### config.mk
export PLATFORM = sky130hd
export DESIGN_NAME = touch_key_baseline_detector_flat
export DESIGN_NICKNAME = d
export VERILOG_FILES = /design/src/tkbd_pkg.sv /design/src/tkbd_meas_if.sv /design/src/tkbd_evt_if.sv /design/src/tkbd_cfg_if.sv /design/src/touch_key_baseline_detector.sv /design/src/tkbd_state_mem.sv /design/src/flat_wrapper.sv
export SDC_FILE = /design/constraint.sdc
export NUM_CORES = 2
export LEC_CHECK = 0
export ABC_AREA = 1
export BUFFER_PORTS_ARGS = -buffer_cell sky130_fd_sc_hd__buf_2
export CORE_UTILIZATION = 60
export CTS_CLUSTER_SIZE = 10
export DETAILED_ROUTE_END_ITERATION = 6
export PLACE_DENSITY = 0.74
export SYNTH_ARGS = -nofsm -noshare
export SYNTH_HDL_FRONTEND = slang
export SYNTH_SLANG_ARGS = --single-unit
### constraint.sdc
create_clock -name clk -period 12.12 [get_ports clk]
set_clock_uncertainty 0.05 [all_clocks]
set_input_delay 1.212 -clock clk [delete_from_list [all_inputs] [get_ports clk]]
set_output_delay 1.212 -clock clk [all_outputs]
set_load 0.02 [all_outputs]
### src/tkbd_pkg.sv
`timescale 1ns / 1ps
// ----------------------------------------------------------------------------
// tkbd_pkg
// Shared widths, register codes and state types for the touch key baseline
// detector.
// ----------------------------------------------------------------------------
package tkbd_pkg;

    // Key count and field widths
    localparam int NUM_KEYS   = 4;
    localparam int KEY_W      = 2;
    localparam int SAMPLE_W   = 16;
    localparam int FRAC_W     = 8;
    localparam int BASE_W     = SAMPLE_W + FRAC_W;
    localparam int WEIGHT_W   = 9;
    localparam int THR_W      = 16;
    localparam int CODE_W     = 8;
    localparam int SETUP_W    = THR_W + CODE_W;
    localparam int CFG_IDX_W  = 3;
    localparam int CFG_DATA_W = SETUP_W;

    // Q8 weight constants
    localparam logic [WEIGHT_W-1:0] WEIGHT_ONE   = 9'd256;
    localparam logic [WEIGHT_W-1:0] WEIGHT_RESET = 9'd26;

    // Configuration register indexes
    typedef enum logic [CFG_IDX_W-1:0] {
        REG_EMA_WEIGHT = 3'd0,
        REG_KEY0_SETUP = 3'd1,
        REG_KEY1_SETUP = 3'd2,
        REG_KEY2_SETUP = 3'd3,
        REG_KEY3_SETUP = 3'd4
    } cfg_reg_t;

    // Per-key stored state
    typedef struct packed {
        logic [BASE_W-1:0]   baseline;
        logic [SAMPLE_W-1:0] last_sample;
    } key_state_t;

    // Write-back request into the state memory
    typedef struct packed {
        logic             we;
        logic [KEY_W-1:0] waddr;
        key_state_t       wdata;
    } state_wr_t;

endpackage

### src/tkbd_meas_if.sv
`timescale 1ns / 1ps
// ----------------------------------------------------------------------------
// tkbd_meas_if
// Sample channel: one sensor reading for one key per word.
// ----------------------------------------------------------------------------
interface tkbd_meas_if import tkbd_pkg::*; ();

    logic                valid;
    logic                ready;
    logic [KEY_W-1:0]    key_index;
    logic [SAMPLE_W-1:0] sample;
    logic                read_ok;

    modport source (output valid, output key_index, output sample, output read_ok,
                    input ready);
    modport sink   (input valid, input key_index, input sample, input read_ok,
                    output ready);

endinterface

### src/tkbd_evt_if.sv
`timescale 1ns / 1ps
// ----------------------------------------------------------------------------
// tkbd_evt_if
// Event channel: one key state change per word.
// ----------------------------------------------------------------------------
interface tkbd_evt_if import tkbd_pkg::*; ();

    logic              valid;
    logic              ready;
    logic [KEY_W-1:0]  event_key;
    logic [CODE_W-1:0] key_code;
    logic              is_raw;
    logic              pressed;

    modport source (output valid, output event_key, output key_code, output is_raw,
                    output pressed, input ready);
    modport sink   (input valid, input event_key, input key_code, input is_raw,
                    input pressed, output ready);

endinterface

### src/tkbd_cfg_if.sv
`timescale 1ns / 1ps
// ----------------------------------------------------------------------------
// tkbd_cfg_if
// Configuration write channel: register index and write data.
// ----------------------------------------------------------------------------
interface tkbd_cfg_if import tkbd_pkg::*; ();

    logic                  valid;
    logic                  ready;
    logic [CFG_IDX_W-1:0]  index;
    logic [CFG_DATA_W-1:0] data;

    modport source (output valid, output index, output data, input ready);
    modport sink   (input valid, input index, input data, output ready);

endinterface

### src/touch_key_baseline_detector.sv
`timescale 1ns / 1ps
// Each sample word passes stages 1 to 3, then the event output register.
// Throughput: one sample word per cycle, but output stalls hold the whole
// pipeline; sample ready follows event space. The per-key state memory is
// read at acceptance and written back from stage 2, with forwarding between.
// Reset sets the weight to 26 and clears setups and key states; baselines and
// last samples read zero through entry valid bits; no clearing pass needed.
// ----------------------------------------------------------------------------
// touch_key_baseline_detector
// Per-key EMA baseline tracking and press / release event detection.
// ----------------------------------------------------------------------------
module touch_key_baseline_detector import tkbd_pkg::*;
(
    input  logic        clk,
    input  logic        rst_n,
    tkbd_meas_if.sink   meas,
    tkbd_evt_if.source  evt,
    tkbd_cfg_if.sink    cfg
);

    localparam int            PROD_A_W = BASE_W + WEIGHT_W;
    localparam int            PROD_B_W = SAMPLE_W + WEIGHT_W;
    localparam int            SUM_W    = PROD_A_W + 1;
    localparam logic [KEY_W:0] KEY_CNT = (KEY_W + 1)'(NUM_KEYS);

    // Configuration registers
    logic [WEIGHT_W-1:0] weight_reg;
    logic [SETUP_W-1:0]  setup_reg [NUM_KEYS];

    // Pipeline control
    logic en;

    // Stage 1: state read returns
    logic                s1_valid_reg;
    logic [KEY_W-1:0]    s1_key_reg;
    logic [SAMPLE_W-1:0] s1_sample_reg;
    logic                s1_ok_reg;
    key_state_t          mem_rd;
    key_state_t          s1_cur;
    logic [WEIGHT_W-1:0] w_inv;
    logic [PROD_A_W-1:0] prod_a_next;
    logic [PROD_B_W-1:0] prod_b_next;

    // Stage 2: blend and write back
    logic                s2_valid_reg;
    logic [KEY_W-1:0]    s2_key_reg;
    logic [SAMPLE_W-1:0] s2_sample_reg;
    logic                s2_ok_reg;
    logic                s2_zero_reg;
    key_state_t          s2_old_reg;
    logic [PROD_A_W-1:0] s2_prod_a_reg;
    logic [PROD_B_W-1:0] s2_prod_b_reg;
    logic [SUM_W-1:0]    blend_sum;
    key_state_t          s2_new;
    state_wr_t           wr;

    // Stage 3: down test
    logic                s3_valid_reg;
    logic [KEY_W-1:0]    s3_key_reg;
    key_state_t          s3_state_reg;
    logic [SETUP_W-1:0]  s3_setup;
    logic [THR_W:0]      s3_limit;
    logic                now_down;
    logic                change;
    logic [NUM_KEYS-1:0] key_down_reg;

    // Event output register
    logic              evt_valid_reg;
    logic [KEY_W-1:0]  evt_key_reg;
    logic [CODE_W-1:0] evt_code_reg;
    logic              evt_raw_reg;
    logic              evt_pressed_reg;

    // Whole pipeline advances unless a held event word blocks it
    assign en         = !(evt_valid_reg && !evt.ready);
    assign meas.ready = en;
    assign cfg.ready  = 1'b1;

    // Configuration writes; the weight is stored already saturated to 1.0
    always_ff @(posedge clk or negedge rst_n)
    begin
        if (!rst_n)
        begin
            weight_reg <= WEIGHT_RESET;
            for (int i = 0; i < NUM_KEYS; i++)
            begin
                setup_reg[i] <= '0;
            end
        end
        else if (cfg.valid)
        begin
            if (cfg.index == REG_EMA_WEIGHT)
            begin
                weight_reg <= (cfg.data[WEIGHT_W-1:0] > WEIGHT_ONE) ?
                              WEIGHT_ONE : cfg.data[WEIGHT_W-1:0];
            end
            else if ((cfg.index >= REG_KEY0_SETUP) &&
                     ({1'b0, cfg.index} < ((CFG_IDX_W + 1)'(REG_KEY0_SETUP) +
                                           (CFG_IDX_W + 1)'(NUM_KEYS))))
            begin
                setup_reg[KEY_W'(cfg.index - REG_KEY0_SETUP)] <= cfg.data;
            end
        end
    end

    // State memory
    tkbd_state_mem u_state_mem
    (
        .clk     (clk),
        .rst_n   (rst_n),
        .en      (en),
        .rd_key  (meas.key_index),
        .wr      (wr),
        .rd_data (mem_rd)
    );

    // Stage 1 registers
    always_ff @(posedge clk or negedge rst_n)
    begin
        if (!rst_n)
        begin
            s1_valid_reg <= 1'b0;
        end
        else if (en)
        begin
            s1_valid_reg <= meas.valid && ({1'b0, meas.key_index} < KEY_CNT);
        end
    end

    always_ff @(posedge clk)
    begin
        if (en)
        begin
            s1_key_reg    <= meas.key_index;
            s1_sample_reg <= meas.sample;
            s1_ok_reg     <= meas.read_ok;
        end
    end

    // Forward the state being written back by the item one stage ahead
    always_comb
    begin
        if (s2_valid_reg && (s2_key_reg == s1_key_reg))
        begin
            s1_cur = s2_new;
        end
        else
        begin
            s1_cur = mem_rd;
        end
    end

    // Weighted products for the moving average
    assign w_inv       = WEIGHT_ONE - weight_reg;
    assign prod_a_next = PROD_A_W'(s1_cur.baseline) * PROD_A_W'(w_inv);
    assign prod_b_next = PROD_B_W'(s1_sample_reg) * PROD_B_W'(weight_reg);

    // Stage 2 registers
    always_ff @(posedge clk or negedge rst_n)
    begin
        if (!rst_n)
        begin
            s2_valid_reg <= 1'b0;
        end
        else if (en)
        begin
            s2_valid_reg <= s1_valid_reg;
        end
    end

    always_ff @(posedge clk)
    begin
        if (en)
        begin
            s2_key_reg    <= s1_key_reg;
            s2_sample_reg <= s1_sample_reg;
            s2_ok_reg     <= s1_ok_reg;
            s2_zero_reg   <= (s1_cur.baseline == '0);
            s2_old_reg    <= s1_cur;
            s2_prod_a_reg <= prod_a_next;
            s2_prod_b_reg <= prod_b_next;
        end
    end

    // New state: load on zero baseline, blend otherwise, keep on failed read
    assign blend_sum = SUM_W'(s2_prod_a_reg) + SUM_W'({s2_prod_b_reg, {FRAC_W{1'b0}}});

    always_comb
    begin
        if (!s2_ok_reg)
        begin
            s2_new = s2_old_reg;
        end
        else
        begin
            s2_new.last_sample = s2_sample_reg;
            if (s2_zero_reg)
            begin
                s2_new.baseline = {s2_sample_reg, {FRAC_W{1'b0}}};
            end
            else
            begin
                s2_new.baseline = blend_sum[FRAC_W +: BASE_W];
            end
        end
    end

    assign wr.we    = s2_valid_reg && en;
    assign wr.waddr = s2_key_reg;
    assign wr.wdata = s2_new;

    // Stage 3 registers
    always_ff @(posedge clk or negedge rst_n)
    begin
        if (!rst_n)
        begin
            s3_valid_reg <= 1'b0;
        end
        else if (en)
        begin
            s3_valid_reg <= s2_valid_reg;
        end
    end

    always_ff @(posedge clk)
    begin
        if (en)
        begin
            s3_key_reg   <= s2_key_reg;
            s3_state_reg <= s2_new;
        end
    end

    // Down test: last*256 > base + thr*256 reduces to last > base[23:8] + thr
    assign s3_setup = setup_reg[s3_key_reg];
    assign s3_limit = {1'b0, s3_state_reg.baseline[BASE_W-1:FRAC_W]} +
                      {1'b0, s3_setup[THR_W-1:0]};
    assign now_down = {1'b0, s3_state_reg.last_sample} > s3_limit;
    assign change   = s3_valid_reg && (now_down != key_down_reg[s3_key_reg]);

    // Key states and event output register
    always_ff @(posedge clk or negedge rst_n)
    begin
        if (!rst_n)
        begin
            key_down_reg  <= '0;
            evt_valid_reg <= 1'b0;
        end
        else if (en)
        begin
            evt_valid_reg <= change;
            if (change)
            begin
                key_down_reg[s3_key_reg] <= now_down;
            end
        end
    end

    always_ff @(posedge clk)
    begin
        if (en && change)
        begin
            evt_key_reg     <= s3_key_reg;
            evt_code_reg    <= s3_setup[SETUP_W-1:THR_W];
            evt_raw_reg     <= (s3_setup[SETUP_W-1:THR_W] == '0);
            evt_pressed_reg <= now_down;
        end
    end

    assign evt.valid     = evt_valid_reg;
    assign evt.event_key = evt_key_reg;
    assign evt.key_code  = evt_code_reg;
    assign evt.is_raw    = evt_raw_reg;
    assign evt.pressed   = evt_pressed_reg;

endmodule

### src/tkbd_state_mem.sv
`timescale 1ns / 1ps
// ----------------------------------------------------------------------------
// tkbd_state_mem
// Per-key baseline and last sample store. Registered synchronous read,
// write-to-read bypass, and per-entry valid bits so that an entry
// never written reads as zero after reset.
// ----------------------------------------------------------------------------
module tkbd_state_mem import tkbd_pkg::*;
(
    input  logic             clk,
    input  logic             rst_n,
    input  logic             en,
    input  logic [KEY_W-1:0] rd_key,
    input  state_wr_t        wr,
    output key_state_t       rd_data
);

    key_state_t          mem [NUM_KEYS];
    logic [NUM_KEYS-1:0] valid_reg;
    key_state_t          rd_data_reg;

    // Write port
    always_ff @(posedge clk)
    begin
        if (wr.we)
        begin
            mem[wr.waddr] <= wr.wdata;
        end
    end

    // Entry valid bits, cleared at reset
    always_ff @(posedge clk or negedge rst_n)
    begin
        if (!rst_n)
        begin
            valid_reg <= '0;
        end
        else if (wr.we)
        begin
            valid_reg[wr.waddr] <= 1'b1;
        end
    end

    // Registered read; a same-edge write to the same key is passed through
    always_ff @(posedge clk)
    begin
        if (en)
        begin
            if (wr.we && (wr.waddr == rd_key))
            begin
                rd_data_reg <= wr.wdata;
            end
            else if (valid_reg[rd_key])
            begin
                rd_data_reg <= mem[rd_key];
            end
            else
            begin
                rd_data_reg <= '0;
            end
        end
    end

    assign rd_data = rd_data_reg;

endmodule

### src/flat_wrapper.sv
// flat-port wrapper written by rule: the top's interface ports become plain ports
module touch_key_baseline_detector_flat import tkbd_pkg::*;
  (clk, rst_n, meas_valid, meas_key_index, meas_sample, meas_read_ok, meas_ready, evt_valid, evt_event_key, evt_key_code, evt_is_raw, evt_pressed, evt_ready, cfg_valid, cfg_index, cfg_data, cfg_ready);
  tkbd_meas_if meas_i ();
  tkbd_evt_if evt_i ();
  tkbd_cfg_if cfg_i ();
  input  logic clk;
  input  logic rst_n;
  input wire logic [$bits(meas_i.valid)-1:0] meas_valid;
  input wire logic [$bits(meas_i.key_index)-1:0] meas_key_index;
  input wire logic [$bits(meas_i.sample)-1:0] meas_sample;
  input wire logic [$bits(meas_i.read_ok)-1:0] meas_read_ok;
  output wire logic [$bits(meas_i.ready)-1:0] meas_ready;
  output wire logic [$bits(evt_i.valid)-1:0] evt_valid;
  output wire logic [$bits(evt_i.event_key)-1:0] evt_event_key;
  output wire logic [$bits(evt_i.key_code)-1:0] evt_key_code;
  output wire logic [$bits(evt_i.is_raw)-1:0] evt_is_raw;
  output wire logic [$bits(evt_i.pressed)-1:0] evt_pressed;
  input wire logic [$bits(evt_i.ready)-1:0] evt_ready;
  input wire logic [$bits(cfg_i.valid)-1:0] cfg_valid;
  input wire logic [$bits(cfg_i.index)-1:0] cfg_index;
  input wire logic [$bits(cfg_i.data)-1:0] cfg_data;
  output wire logic [$bits(cfg_i.ready)-1:0] cfg_ready;
  assign meas_i.valid = meas_valid;
  assign meas_i.key_index = meas_key_index;
  assign meas_i.sample = meas_sample;
  assign meas_i.read_ok = meas_read_ok;
  assign meas_ready = meas_i.ready;
  assign evt_valid = evt_i.valid;
  assign evt_event_key = evt_i.event_key;
  assign evt_key_code = evt_i.key_code;
  assign evt_is_raw = evt_i.is_raw;
  assign evt_pressed = evt_i.pressed;
  assign evt_i.ready = evt_ready;
  assign cfg_i.valid = cfg_valid;
  assign cfg_i.index = cfg_index;
  assign cfg_i.data = cfg_data;
  assign cfg_ready = cfg_i.ready;
  touch_key_baseline_detector u_core (.clk(clk), .rst_n(rst_n), .meas(meas_i), .evt(evt_i), .cfg(cfg_i));
endmodule
==> results.txt <==
Post-Syn Nets: 4,053
CP startpoint kind: flip-flop
initial antenna violation count: 0
Final GP Congestion: 0.948
CP endpoint: u_core.s2_prod_a_reg[30]
vias in the first global route: 24,500
Placed Area: 34,000 µm²
area of the multi-input gates: 16,100 µm²
Final Critical Period: 7130 ps
die area: 56,100 µm²
placed cell count: 4,258
Starting Density: 61.1%
final-stage net count: 4,071
Port Buffer Count: 64
die width: 237 µm
Post-DP HPWL: 60,700 µm
worst min path class: flip-flop to flip-flop
clock buffer depth: 3
Starting DRT DRC Count: 2,434
Ys Warns: 0
Cell variety after synth: 59
setup violators final: 0
worst skew pair latency: 630 ps
GRT Max-Usage Layer: met2
Avg WL per Cell: 19.6 µm
largest net degree at the start of global routing: 86
Design Area, Final: 35,700 µm²
clock slew at reported path FFs: 50 ps
# fillers: 4,393
Root Buffer Master: clkbuf_16
setup TNS: 0 ps
reg2reg end: u_core.s2_prod_a_reg[30]
hold_ws: 374 ps
RSZ-0062 raised after global routing: no
Final Hold Fails: 0
die height: 237 µm
Post-Syn Area: 33,100 µm²
largest area contributor in the netlist: edfxtp_1
Max stage delay cell, worst path: xor2_1
global-route wire length before repair: 137,000 µm
Critical Path Source: u_core.weight_reg[0]
Mapped Avg Cell Area: 9.19 µm²
core area: 54,100 µm²
Crit Path Category: flip-flop to flip-flop
CTS Sinks: 490
critical path peak fanout: 41
synthesized instance count: 3,603
met3 Track Usage GR: 5.16%
post-CTS sizing: 0
Num CTS Buffers: 57
met1 Usage GRT: 44.4%
Worst Tran Pin Value: 1100 ps
Synth async-reset ratio: 23.9%
Slew HR: 26.5%
DRC: 0
H-tree depth: 2
crit path DAT: 7430 ps
Worst R2R Start: u_core.weight_reg[0]
share of cells above drive strength 1: 6.31%
Sequential cell area: 14,100 µm²
post-synth top area share: 33.8%
area grow syn2layout: 7.93%
Synth Flop Type: edfxtp_1
run status: completed
f_max: 140 MHz
row count: 85
gr ovfl total: 0
Worst EP required: 12,420 ps
Seq cells post-synth: 490
sequential area share after synthesis: 42.7%
EDFF count, synth: 373
fin. max-slew vios: 0
internal reg-to-reg setup slack: 4990 ps
Post-CTS Setup Bufs: 0
gr usage total: 31.5%
max-cap viol count: 0
fin crit share: 58.8%
CP peak stage delay: 660 ps
max reg flops: 160
most frequent CP cell: inv_1
via count: 24,800
ranking of synthesized cells by area: edfxtp_1 (34%), fa_1 (15%), nand2_1 (9.8%)
CTS tree: done
vias per std cell: 5.70
CP Capture Type: flip-flop
worst hold stages: 0
antenna diode count: 0
I/O pin count: 66
cell depth of the worst flop-to-flop path: 26
Hold-fix buffers, CTS: 0
met2 Use GR: 50.2%
Post-DRT Antenna Nets: 0
final wirelength: 85,500 µm
Layout Cells excl Fill: 4,356
drt first pass iters: 6
==> layer usage <==
layer / up-vias / wire [µm] / part of all wire, %
met5: - / 0 / 0
met4: 0 / 2760 / 3.2
met3: 159 / 7350 / 8.6
met2: 1094 / 39400 / 46
met1: 12000 / 36000 / 42
li1: 11600 / - / -
==> per-stage QoR <==
stage	setup WS, ps	util [%]
2_1_floorplan	2360	-
3_3_place_gp	5140	62.8
3_5_place_dp	5130	62.8
4_1_cts	5060	66.0
5_1_grt	4540	66.0
6_report	4990	66.0
==> cell type report <==
cell class	instances	share of cell area, %
inverters	630	6.64
multi-input cells	2352	45.1
clock inverters	10	0.466
clock buffers	88	4.32
well taps	696	2.44
repair buffers	90	1.45
flip-flops and latches	490	39.6
==> critical path, delay by kind of cell (launching register included) <==
kind / cells / cell delay, ps
buffers and inverters: 6 / 1420
AOI/OAI and AO/OA: 4 / 830
DFF: 1 / 320
xor gates and xnor gates: 2 / 810
adders and majority gates: 6 / 2580
and+or+nand+nor: 8 / 850
==> worst min-delay path by stage <==
stage | to | startpoint | slack [ps]
floorplan | u_core.s2_ok_reg | u_core.s1_ok_reg | 350
global placement | u_core.s2_ok_reg | u_core.s1_ok_reg | 350
detailed placement | u_core.s2_ok_reg | u_core.s1_ok_reg | 360
CTS | u_core.s2_ok_reg | u_core.s1_ok_reg | 370
global route | u_core.s2_ok_reg | u_core.s1_ok_reg | 370
finish | u_core.s2_ok_reg | u_core.s1_ok_reg | 370
==> cell usage in the layout, fill, tap and decap left out, drive strengths merged, types with 4 or more instances in the layout <==
master and count:
o21a 5, dfrtp 114, nor2 291, nand2 877, and2 4, buf 90, a22oi 43, o22ai 37
a32o 22, o211ai 4, o21bai 10, a31oi 12, xor2 47, a21oi 108, nor3 19, edfxtp 373
ha 146, fa 253, a21boi 4, clkinv 8, xnor2 25, clkbuf 88, o21ai 236, a21o 8
nand3 112, nand3b 8, or2 30, inv 630, nand4 35
==> Yosys cell counts, types with 4 or more instances <==
| cell type | instances |
|---|---|
| xor2_1 | 47 |
| nor3_1 | 18 |
| o22ai_1 | 36 |
| dfrtp_1 | 114 |
| fa_1 | 253 |
| nand2_1 | 860 |
| a21o_1 | 8 |
| nand3_1 | 111 |
| clkbuf_1 | 107 |
| o21bai_1 | 10 |
| nand2_2 | 15 |
| a32o_1 | 22 |
| o21ai_0 | 225 |
| o21ai_2 | 4 |
| a22oi_1 | 43 |
| xnor2_1 | 25 |
| buf_2 | 12 |
| inv_2 | 9 |
| nand3b_1 | 8 |
| nor2_1 | 289 |
| buf_1 | 10 |
| o211ai_1 | 4 |
| ha_1 | 146 |
| o21a_1 | 5 |
| a21oi_1 | 108 |
| inv_1 | 618 |
| or2_2 | 25 |
| edfxtp_1 | 373 |
| nand4_1 | 35 |
| a31oi_1 | 12 |
| o21ai_1 | 7 |
==> cell families after synthesis <==
family | Yosys count | share of synthesized area, %
buffers and inverters | 761 | 8.71
xor gates and xnor gates | 72 | 1.91
adders and majority gates | 399 | 20.8
DFF | 490 | 42.7
AOI/OAI and AO/OA | 499 | 8.83
other | 1 | 0.0113
and+or+nand+nor | 1381 | 17.0
Power is left out: the tool's default activity adds up to more than one toggle a clock period on the data nets, which glitch-free logic cannot reach.
